$ cat src/rtl/core/ntlmh_pkg.sv
// Package: shared constants, types and index functions for the NTLM password hash block.
package ntlmh_pkg;

  // MD4 initial chaining values and round constants
  localparam logic [31:0] IV_A = 32'h67452301;
  localparam logic [31:0] IV_B = 32'hefcdab89;
  localparam logic [31:0] IV_C = 32'h98badcfe;
  localparam logic [31:0] IV_D = 32'h10325476;
  localparam logic [31:0] K2   = 32'h5a827999;
  localparam logic [31:0] K3   = 32'h6ed9eba1;

  // Padding marks for a pad on the low or the high code unit of a word
  localparam logic [31:0] PAD_LO = 32'h00000080;
  localparam logic [31:0] PAD_HI = 32'h00800000;

  // Block geometry
  localparam int unsigned MAX_CHARS   = 27;
  localparam int unsigned BLOCK_WORDS = 16;
  localparam int unsigned LEN_WORD    = 14;
  localparam int unsigned NUM_STEPS   = 48;

  localparam logic [4:0] MAX_CHARS_C = 5'(MAX_CHARS);
  localparam logic [5:0] LAST_STEP   = 6'(NUM_STEPS - 1);
  localparam logic [3:0] LEN_IDX     = 4'(LEN_WORD);

  // MD4 round codes
  localparam logic [1:0] RND_F = 2'd0;
  localparam logic [1:0] RND_G = 2'd1;
  localparam logic [1:0] RND_H = 2'd2;

  // Sequencer states of the top level
  typedef enum logic [1:0] {
    ST_LOAD,
    ST_PAD,
    ST_HASH,
    ST_FINISH
  } state_t;

  // Status from the step unit back to the sequencer
  typedef struct packed {
    logic busy;
    logic last_step;
  } core_status_t;

  // Message word used by a given step
  function automatic logic [3:0] msg_index(input logic [5:0] step);
    logic [3:0] j;
    logic [3:0] idx;
    j = step[3:0];
    case (step[5:4])
      RND_F:   idx = j;
      RND_G:   idx = {j[1:0], j[3:2]};
      default: idx = {j[0], j[1], j[2], j[3]};
    endcase
    return idx;
  endfunction

  // Left rotation used by a given step
  function automatic logic [4:0] shift_amt(input logic [5:0] step);
    logic [4:0] s;
    case (step[5:4])
      RND_F: begin
        case (step[1:0])
          2'd0:    s = 5'd3;
          2'd1:    s = 5'd7;
          2'd2:    s = 5'd11;
          default: s = 5'd19;
        endcase
      end
      RND_G: begin
        case (step[1:0])
          2'd0:    s = 5'd3;
          2'd1:    s = 5'd5;
          2'd2:    s = 5'd9;
          default: s = 5'd13;
        endcase
      end
      default: begin
        case (step[1:0])
          2'd0:    s = 5'd3;
          2'd1:    s = 5'd9;
          2'd2:    s = 5'd11;
          default: s = 5'd15;
        endcase
      end
    endcase
    return s;
  endfunction

  function automatic logic [31:0] rotl32(input logic [31:0] x, input logic [4:0] s);
    logic [63:0] t;
    t = {x, x} << s;
    return t[63:32];
  endfunction

endpackage

$ cat src/rtl/core/ntlmh_if.sv
// Interfaces: password character channel and digest channel.
interface ntlmh_pwd_if;
  logic       valid;
  logic       ready;
  logic [7:0] char_code;
  logic       has_char;
  logic       last;

  modport source (output valid, output char_code, output has_char, output last, input ready);
  modport sink   (input valid, input char_code, input has_char, input last, output ready);
endinterface

interface ntlmh_hash_if;
  logic        valid;
  logic        ready;
  logic [31:0] digest_word0;
  logic [31:0] digest_word1;
  logic [31:0] digest_word2;
  logic [31:0] digest_word3;
  logic        too_long;

  modport source (output valid, output digest_word0, output digest_word1,
                  output digest_word2, output digest_word3, output too_long, input ready);
  modport sink   (input valid, input digest_word0, input digest_word1,
                  input digest_word2, input digest_word3, input too_long, output ready);
endinterface

$ cat src/rtl/core/ntlmh_md4_core.sv
// MD4 step unit: working registers, step counter and one shared step datapath.
module ntlmh_md4_core (
  input  logic                  clk,
  input  logic                  rst,
  input  logic                  start,
  input  logic [31:0]           msg_word,
  output logic [3:0]            msg_idx,
  output ntlmh_pkg::core_status_t status,
  output logic [31:0]           digest0,
  output logic [31:0]           digest1,
  output logic [31:0]           digest2,
  output logic [31:0]           digest3
);
  import ntlmh_pkg::*;

  logic [31:0] work_a, work_b, work_c, work_d;
  logic [5:0]  step;
  logic        busy;
  logic [31:0] f, k, sum;

  assign msg_idx = msg_index(step);

  // Round function and constant for the current step
  always_comb begin
    case (step[5:4])
      RND_F: begin
        f = work_d ^ (work_b & (work_c ^ work_d));
        k = '0;
      end
      RND_G: begin
        f = (work_b & (work_c | work_d)) | (work_c & work_d);
        k = K2;
      end
      default: begin
        f = work_b ^ work_c ^ work_d;
        k = K3;
      end
    endcase
    sum = work_a + f + msg_word + k;
  end

  // Step counter and busy flag
  always_ff @(posedge clk) begin
    if (rst) begin
      busy <= 1'b0;
      step <= '0;
    end else if (start) begin
      busy <= 1'b1;
      step <= '0;
    end else if (busy) begin
      if (step == LAST_STEP) begin
        busy <= 1'b0;
        step <= '0;
      end else begin
        step <= step + 6'd1;
      end
    end
  end

  // Working words: load chaining values, then one step a cycle with role rotation
  always_ff @(posedge clk) begin
    if (rst || start) begin
      work_a <= IV_A;
      work_b <= IV_B;
      work_c <= IV_C;
      work_d <= IV_D;
    end else if (busy) begin
      work_a <= work_d;
      work_b <= rotl32(sum, shift_amt(step));
      work_c <= work_b;
      work_d <= work_c;
    end
  end

  assign status = '{busy: busy, last_step: busy && (step == LAST_STEP)};

  // Feed-forward of the chaining values
  assign digest0 = work_a + IV_A;
  assign digest1 = work_b + IV_B;
  assign digest2 = work_c + IV_C;
  assign digest3 = work_d + IV_D;

endmodule

$ cat src/rtl/core/ntlm_password_hash.sv
// Top level: NTLM password hash, message block packing, sequencer and digest output register.
//
// A password enters one character word per cycle while the block is loading. The word
// marked last is followed by a padding state, the 48 MD4 steps in the single step unit
// (one step per cycle) and a finishing state that moves the digest into the output
// register once that register is free. The input is not ready during padding, hashing
// and finishing. The digest register lets the next password load while a digest waits
// to be taken; only a second digest stalls until the first one has gone.
// Characters past the 27th are dropped and flagged with too_long.
module ntlm_password_hash (
  input  logic          clk,
  input  logic          rst,
  ntlmh_pwd_if.sink     pwd,
  ntlmh_hash_if.source  hash
);
  import ntlmh_pkg::*;

  state_t       state, state_next;
  logic [31:0]  msg [BLOCK_WORDS];
  logic [4:0]   char_count;
  logic         overflow_seen;
  logic         take;
  logic         store;
  logic         core_start;
  logic         unload;
  logic [3:0]   core_idx;
  logic [31:0]  core_word;
  core_status_t core_status;
  logic [31:0]  dg0, dg1, dg2, dg3;

  assign pwd.ready = (state == ST_LOAD);
  assign take      = pwd.valid && pwd.ready;
  assign store     = take && pwd.has_char && (char_count < MAX_CHARS_C);
  assign unload    = (state == ST_FINISH) && (!hash.valid || hash.ready);

  // Sequencer
  always_ff @(posedge clk) begin
    if (rst) begin
      state <= ST_LOAD;
    end else begin
      state <= state_next;
    end
  end

  always_comb begin
    state_next = state;
    core_start = 1'b0;
    case (state)
      ST_LOAD: begin
        if (take && pwd.last) state_next = ST_PAD;
      end
      ST_PAD: begin
        core_start = 1'b1;
        state_next = ST_HASH;
      end
      ST_HASH: begin
        if (core_status.last_step) state_next = ST_FINISH;
      end
      ST_FINISH: begin
        if (unload) state_next = ST_LOAD;
      end
      default: state_next = ST_LOAD;
    endcase
  end

  // Character count and overflow flag
  always_ff @(posedge clk) begin
    if (rst || unload) begin
      char_count    <= '0;
      overflow_seen <= 1'b0;
    end else if (take && pwd.has_char) begin
      if (store) char_count <= char_count + 5'd1;
      else       overflow_seen <= 1'b1;
    end
  end

  // Message block: pack code units, then pad and length, cleared once the digest is out
  always_ff @(posedge clk) begin
    if (rst || unload) begin
      for (int i = 0; i < BLOCK_WORDS; i++) msg[i] <= '0;
    end else if (store) begin
      if (char_count[0]) msg[char_count[4:1]][23:16] <= pwd.char_code;
      else               msg[char_count[4:1]][7:0]   <= pwd.char_code;
    end else if (state == ST_PAD) begin
      msg[char_count[4:1]] <= msg[char_count[4:1]] | (char_count[0] ? PAD_HI : PAD_LO);
      msg[LEN_IDX]         <= {23'd0, char_count, 4'd0};
    end
  end

  assign core_word = msg[core_idx];

  ntlmh_md4_core u_core (
    .clk      (clk),
    .rst      (rst),
    .start    (core_start),
    .msg_word (core_word),
    .msg_idx  (core_idx),
    .status   (core_status),
    .digest0  (dg0),
    .digest1  (dg1),
    .digest2  (dg2),
    .digest3  (dg3)
  );

  // Digest output register
  always_ff @(posedge clk) begin
    if (rst) begin
      hash.valid <= 1'b0;
    end else if (unload) begin
      hash.valid <= 1'b1;
    end else if (hash.ready) begin
      hash.valid <= 1'b0;
    end
  end

  always_ff @(posedge clk) begin
    if (unload) begin
      hash.digest_word0 <= dg0;
      hash.digest_word1 <= dg1;
      hash.digest_word2 <= dg2;
      hash.digest_word3 <= dg3;
      hash.too_long     <= overflow_seen;
    end
  end

  // The step unit runs only while the sequencer is hashing
  a_busy_in_hash: assert property (@(posedge clk) disable iff (rst)
    core_status.busy |-> (state == ST_HASH))
    else $error("step unit busy outside hashing");

  // A new digest appears only from the finishing cycle
  a_valid_from_finish: assert property (@(posedge clk) disable iff (rst)
    $rose(hash.valid) |-> $past(state == ST_FINISH))
    else $error("digest raised without a finished hash");

  // The block is cleared for the next password once a digest is unloaded
  a_clear_after_unload: assert property (@(posedge clk) disable iff (rst)
    unload |=> (char_count == 5'd0) && !overflow_seen && (msg[LEN_IDX] == 32'd0))
    else $error("message state not cleared after digest");

endmodule
$ cat src/flat_wrapper.sv
// flat-port wrapper written by rule: the top's interface ports become plain ports
module ntlm_password_hash_flat import ntlmh_pkg::*;
  (clk, rst, pwd_valid, pwd_char_code, pwd_has_char, pwd_last, pwd_ready, hash_valid, hash_digest_word0, hash_digest_word1, hash_digest_word2, hash_digest_word3, hash_too_long, hash_ready);
  ntlmh_pwd_if pwd_i ();
  ntlmh_hash_if hash_i ();
  input  logic clk;
  input  logic rst;
  input wire logic [$bits(pwd_i.valid)-1:0] pwd_valid;
  input wire logic [$bits(pwd_i.char_code)-1:0] pwd_char_code;
  input wire logic [$bits(pwd_i.has_char)-1:0] pwd_has_char;
  input wire logic [$bits(pwd_i.last)-1:0] pwd_last;
  output wire logic [$bits(pwd_i.ready)-1:0] pwd_ready;
  output wire logic [$bits(hash_i.valid)-1:0] hash_valid;
  output wire logic [$bits(hash_i.digest_word0)-1:0] hash_digest_word0;
  output wire logic [$bits(hash_i.digest_word1)-1:0] hash_digest_word1;
  output wire logic [$bits(hash_i.digest_word2)-1:0] hash_digest_word2;
  output wire logic [$bits(hash_i.digest_word3)-1:0] hash_digest_word3;
  output wire logic [$bits(hash_i.too_long)-1:0] hash_too_long;
  input wire logic [$bits(hash_i.ready)-1:0] hash_ready;
  assign pwd_i.valid = pwd_valid;
  assign pwd_i.char_code = pwd_char_code;
  assign pwd_i.has_char = pwd_has_char;
  assign pwd_i.last = pwd_last;
  assign pwd_ready = pwd_i.ready;
  assign hash_valid = hash_i.valid;
  assign hash_digest_word0 = hash_i.digest_word0;
  assign hash_digest_word1 = hash_i.digest_word1;
  assign hash_digest_word2 = hash_i.digest_word2;
  assign hash_digest_word3 = hash_i.digest_word3;
  assign hash_too_long = hash_i.too_long;
  assign hash_i.ready = hash_ready;
  ntlm_password_hash u_core (.clk(clk), .rst(rst), .pwd(pwd_i), .hash(hash_i));
endmodule
$ cat config.mk
export PLATFORM = sky130hd
export DESIGN_NAME = ntlm_password_hash_flat
export DESIGN_NICKNAME = d
export VERILOG_FILES = /design/src/rtl/core/ntlmh_pkg.sv /design/src/rtl/core/ntlmh_if.sv /design/src/rtl/core/ntlmh_md4_core.sv /design/src/rtl/core/ntlm_password_hash.sv /design/src/flat_wrapper.sv
export SDC_FILE = /design/constraint.sdc
export NUM_CORES = 2
export LEC_CHECK = 0
export BUFFER_PORTS_ARGS = -buffer_cell sky130_fd_sc_hd__buf_4
export CORE_ASPECT_RATIO = 1.75
export CORE_MARGIN = 5
export CORE_UTILIZATION = 34
export CTS_CLUSTER_DIAMETER = 60
export DETAILED_ROUTE_END_ITERATION = 8
export REMOVE_ABC_BUFFERS = 1
export SLEW_MARGIN = 20
export SYNTH_ARGS = -nofsm -noshare
export SYNTH_HDL_FRONTEND = slang
export SYNTH_SLANG_ARGS = --single-unit
$ cat constraint.sdc
create_clock -name clk -period 23.6 [get_ports clk]
set_clock_uncertainty 0.15 [all_clocks]
set_input_delay 1.18 -clock clk [delete_from_list [all_inputs] [get_ports clk]]
set_output_delay 1.18 -clock clk [all_outputs]
set_load 0.03 [all_outputs]
Word-level counts from Yosys, hierarchy flattened
Memories as Yosys holds them, arrays and structs flattened. A register that Yosys moved wholly into a read port is not among the register bits.
Index checks and enable logic that the tools add are counted.
W data, S select, Z words.

word-level totals
  register bits = 273
  RAM bits = 512
  input port bits = 14
  output and inout bits = 131
  logic and storage cells = 116
  memories = 1

cells by class
  add/subtract/negate cells = 9
  order comparisons = 1
  equality and inequality tests = 11
  shift operators = 1
  muxes and demuxes = 42
  bitwise gates (word level) = 17
  reduce and logical (&&, ||, !) cells = 19

memories
  name        depth  bits a word  rd ports  clocked after memory_dff  wr ports  RTL line                  text
  u_core.msg  16     32           2         1                         16        ntlm_password_hash.sv:19  logic [31:0] msg [BLOCK_WORDS];

operators with widths
  operator                  count
  $xor A32 B32 Y32          4
  $add A32 B32 Y32          3
  $and A32 B32 Y32          3
  $or A32 B32 Y32           3
  $add A32 B32 Y32 const B  2
  $mux W32                  2
  $pmux W32 S2              1
  $shl A64 B5 Y64           1
  $pmux W31 S2              1
  $add A32 B29 Y32 const B  1
  $add A32 B31 Y32 const B  1
  $reduce_or A32 Y1         1
  $mux W24                  1
  $pmux W4 S3               2
  $mux W1                   19
  $mux W8                   2
  $pmux W5 S3               1
  $mux W4                   3
  $mux W5                   2
  $pmux W5 S2               1
  $pmux W2 S4               1
  $pmux W4 S2               1
  $add A6 B1 Y6 const B     1
  $eq A2 B1 Y1 const B      3
  other kinds (21)          40

Longest topological paths before layout
  word-level depth = 13
  mapped depth = 27
  mapped depth without buffers = 23

By module
From an unflattened synthesis, not the netlist that was laid out.

second synthesis, totals
  cell total of the unflattened synthesis = 3899
  area total of the unflattened synthesis = 46543.4 sq um

modules (own cells, without submodules)
  module              instances  cells each  area each (sq um)  sequential area each (sq um)
  ntlm_password_hash  1          1890        31405.1            19508.7
  ntlmh_md4_core      1          2009        15138.3            2702.6

Least setup slack after synthesis
Ideal clock, no wire load.

  path type = input to register
  from = in hash_ready
  to = mem u_core.msg[13][10] (enable)
  library setup time = 0.364 ns
  data arrival time = 9.159 ns
  required time = 23.086 ns
  setup slack = 13.927 ns
  stages on the path = 8
  path buffers = 1
  path through = nor2b_1 nor2b_1 nor2_1 nand3_1 nand2_1 nand2_1 clkbuf_1 nand2_1

RTL lines
  item                RTL line                  text
  start: declaration  flat_wrapper.sv:19        input wire logic [$bits(hash_i.ready)-1:0] hash_ready;
  end: declaration    ntlm_password_hash.sv:19

Final worst setup path
  from = reg u_core.u_core.step[5]
  to = reg u_core.u_core.work_b[6]

between the ends
  longest elaborated chain between the ends = 6
  elaborated cells between the ends (all ways) = 13
  those cells by class = add/sub: 3; eq/ne: 1; shift: 1; mux: 6; reduce/logical: 1; memory: 1

RTL lines
  item                                                        RTL line                                                text
  start: declaration                                          ntlmh_md4_core.sv:17                                    logic [5:0] step;
  start signal: assignment                                    ntlmh_md4_core.sv:55                                    step <= step + 6'd1;
  $eq A2 B1 Y1 / $logic_not A2 Y1 (equally long branches)     ntlmh_pkg.sv:50, ntlmh_pkg.sv:61, ntlmh_md4_core.sv:25
  $pmux W32 S2 / $pmux W4 S2 (equally long branches)          ntlmh_md4_core.sv:25, ntlmh_pkg.sv:50
  $add A32 B32 Y32 / $mem_v2 Z16 W32 (equally long branches)  --
  $add A32 B32 Y32 (2 in series)                              ntlmh_md4_core.sv:39                                    sum = work_a + f + msg_word + k;
  $shl A64 B5 Y64 *                                           ntlmh_pkg.sv:92                                         t = {x, x} << s;
  end signal: assignment                                      ntlmh_md4_core.sv:69                                    work_b <= rotl32(sum, shift_amt(step));
  end: declaration                                            ntlmh_md4_core.sv:16                                    logic [31:0] work_a, work_b, work_c, work_d;

Every way passes the cells marked *; elsewhere a longest branch is shown, timed or not. The select of a mux whose other input is x is not followed.
A chain may end at the register's enable or synchronous reset.

==> impl_metrics.tcl <==
set metrics [dict create \
    synth_top_area_cell "edfxtp_1" \
    synth_edf_count 641 \
    slew-limit-headroom 0.192 \
    vias 32097 \
    cts_buffers 76 \
    cts_setup_buffers 0 \
    io_pins 145 \
    grt_max_degree 125 \
    firstDrtPassIters 5 \
    postRouteAntennaNets 0 \
    antenna_found_initial 1 \
    leakagePower_nw 18.0 \
    power_density_nw_per_um2 137 \
    root_buffer "clkbuf_16" \
    crit_type "flip-flop to flip-flop" \
    layout-drive-gt1-share 0.171 \
    status "finished, final reports clean" \
    final.setup.tns_ps 0 \
    synthToLayoutAreaGrowth_pct 11.8 \
    die-area_um2 141000 \
    drc 0 \
    avgRoutedWirePerCell_um 25.4 \
    start_kind "flip-flop" \
    worstPathRequired_ps 24020 \
    cts_resized 0 \
    hold_viol 0 \
    die_w_um 286 \
    overflow 0 \
    netlist_instances 3884 \
    design.core.area_um2 133000 \
    clock-sinks 789 \
    synth_top_area_share 0.426 \
    hold_path_class "flip-flop to flip-flop" \
    r2r_start "u_core.u_core.step[5]" \
    maxSlewViolCount 0 \
    hold_ws_ps 400 \
    syn_avg_cell_area_um2 11.6 \
    grt_pass1_wl_um 212000 \
    port_buffers 144 \
    synthFlopType "edfxtp_1" \
    holdCritStartpoint "u_core.state[0]" \
    finalCriticalPeriod_ps 9310 \
    crit_chain "buf_4 > o21a_4 > buf_4 > buf_4 > mux4_2 > nor2b_1 > a211oi_1 > a21oi_1 > fa_1 > fa_1 > ha_1 > nor2b_1 > o2111ai_1 > a2111oi_0 > buf_4 > o41ai_1 > o221ai_1 > and2_1 > mux2i_1 > a32oi_1 > a21oi_1 > a211oi_1 > a31o_2" \
    grt.total_usage 0.198 \
    rsz0062_at_grt "false" \
    htreeDepth 3 \
    rows 177 \
    tightest_slew_ps 1210 \
    ir_drop_mv 0.0947 \
    netlist_area_um2 45200 \
    ys_seq_elements 789 \
    grt_pass1_vias 32834 \
    clock.fmax_mhz 107 \
    slowest_stage "o41ai_1" \
    final_net_count 4061 \
    cp_max_fo 46 \
    synth_cell_types 83 \
    crit_top_cell "buf_4" \
    clockBufferDepth 3 \
    cts_hold_buffers 0 \
    vias_per_cell 5.69 \
    yosysWarnings 0 \
    tritoncts "yes" \
    path_clk_slew_ps 70 \
    yosysSeqAreaShare 0.491 \
    post-route-util 0.381 \
    synth_most_common_cell "edfxtp_1" \
    critPathMaxStageDelay_ps 870 \
    drv_cap 0 \
    drt_wl_total_um 143000 \
    drt-initial-drc-count 2663 \
    async_reset_ff_frac 0 \
    gp_congestion 0.909 \
    synthTopCellsByCount "edfxtp_1 (641), nor2_1 (469), a21oi_1 (335)" \
    fin_crit_sh 0.395 \
    die_h_um 492 \
    dpl.hpwl_um 101000 \
    fillers 12719 \
    endpoint_kind "flip-flop" \
    cp.arrival_ps 9730 \
    setup.worst_path.start "u_core.u_core.step[5]" \
    setup_viol 0 \
    initial_core_util 0.341 \
    worstSkewPairLatency_ps 700 \
    ys_top_cells_by_area "edfxtp_1 (43%), mux4_2 (13%), dfxtp_1 (6.6%), nor2_1 (3.9%), a21oi_1 (3.7%)" \
]
registers in the layout (all words and copies together) (netlist names), named ones only:
signal                    flops
u_core.char_count             5
u_core.hash.digest_word0     32
u_core.hash.digest_word1     32
u_core.hash.digest_word2     32
u_core.hash.digest_word3     32
u_core.hash.too_long          1
u_core.hash.valid             1
u_core.msg                  512
u_core.overflow_seen          1
u_core.state                  2
u_core.u_core.busy            1
u_core.u_core.step            6
u_core.u_core.work_a         32
u_core.u_core.work_b         32
u_core.u_core.work_c         32
u_core.u_core.work_d         32
placed cells by master (no fill, tap or decap), types with 42 or more instances in the layout:
cell / count
nand3_1: 49
o211ai_1: 79
clkbuf_16: 76
nor2b_1: 45
mux2_2: 42
a21oi_1: 333
mux4_2: 271
buf_4: 198
nor2_1: 467
nand2_1: 329
inv_1: 159
dfxtp_1: 142
fa_1: 55
xnor2_1: 146
edfxtp_1: 641
o21ai_0: 146
ha_1: 116
mux2i_1: 128
metrics by stage:
stage | setup slack (ps) | cells | instance area (µm²) | total power, mW
finish | 14290 | 5638 | 50600 | 6.91
global placement | 14260 | 5498 | 47800 | 5.55
floorplan | 10550 | 3599 | 44100 | 4.44
global route | 13750 | 5638 | 50600 | 7.30
detailed placement | 14250 | 5498 | 47800 | 5.57
CTS | 14200 | 5637 | 50500 | 6.91
where the power goes:
part           switching, mW  total (mW)  internal (mW)
registers              0.209        1.92           1.71
logic                   2.30        3.66           1.36
clock network          0.579        1.33          0.751
final timing paths:
kind	slack, ps	cells past startpoint	end
worst max-delay path	14290	23	u_core.u_core.work_b[6]
worst min register to register	400	2	u_core.state[0]
worst min-delay path	400	2	u_core.state[0]
worst max register to register	14290	23	u_core.u_core.work_b[6]
layer usage:
metal	up-vias	track usage	share of wire
met5	-	0	0
met4	0	0.116	0.065
met3	392	0.0265	0.051
met2	1253	0.378	0.55
met1	16148	0.206	0.34
li1	14304	-	-
cell families (layout without fill, tap and decap cells):
logic type | Yosys count | count (layout) | synth area share
and+or+nand+nor | 1033 | 1033 | 0.0968
AOI/OAI and AO/OA | 798 | 798 | 0.107
DFF | 789 | 789 | 0.491
buffers and inverters | 473 | 500 | 0.0398
muxes | 442 | 442 | 0.174
xor gates and xnor gates | 177 | 177 | 0.0343
adders and majority gates | 171 | 171 | 0.0565
other | 1 | 28 | 0.0000829
layout make-up:
type / instances / area [µm²] / area share
diodes: 1 / 2.50 / 0.0000495
clock buffers: 94 / 2010 / 0.0397
clock inverters: 45 / 669 / 0.0132
inverters: 162 / 608 / 0.0120
multi-input cells: 2648 / 21400 / 0.423
flip-flops and latches: 789 / 22200 / 0.440
well taps: 1700 / 2130 / 0.0421
repair buffers: 199 / 1510 / 0.0298
worst max-delay path, delay by kind of cell (launching register included):
family / cells / cell delay (ps)
multiplexers: 2 / 760
buffers and inverters: 4 / 2080
adder cells (fa/ha/maj): 3 / 1290
AND/OR/NAND/NOR: 3 / 640
flip-flops: 1 / 760
AO/OA/AOI/OAI: 11 / 3440
Power figures use the tool's default switching activity.
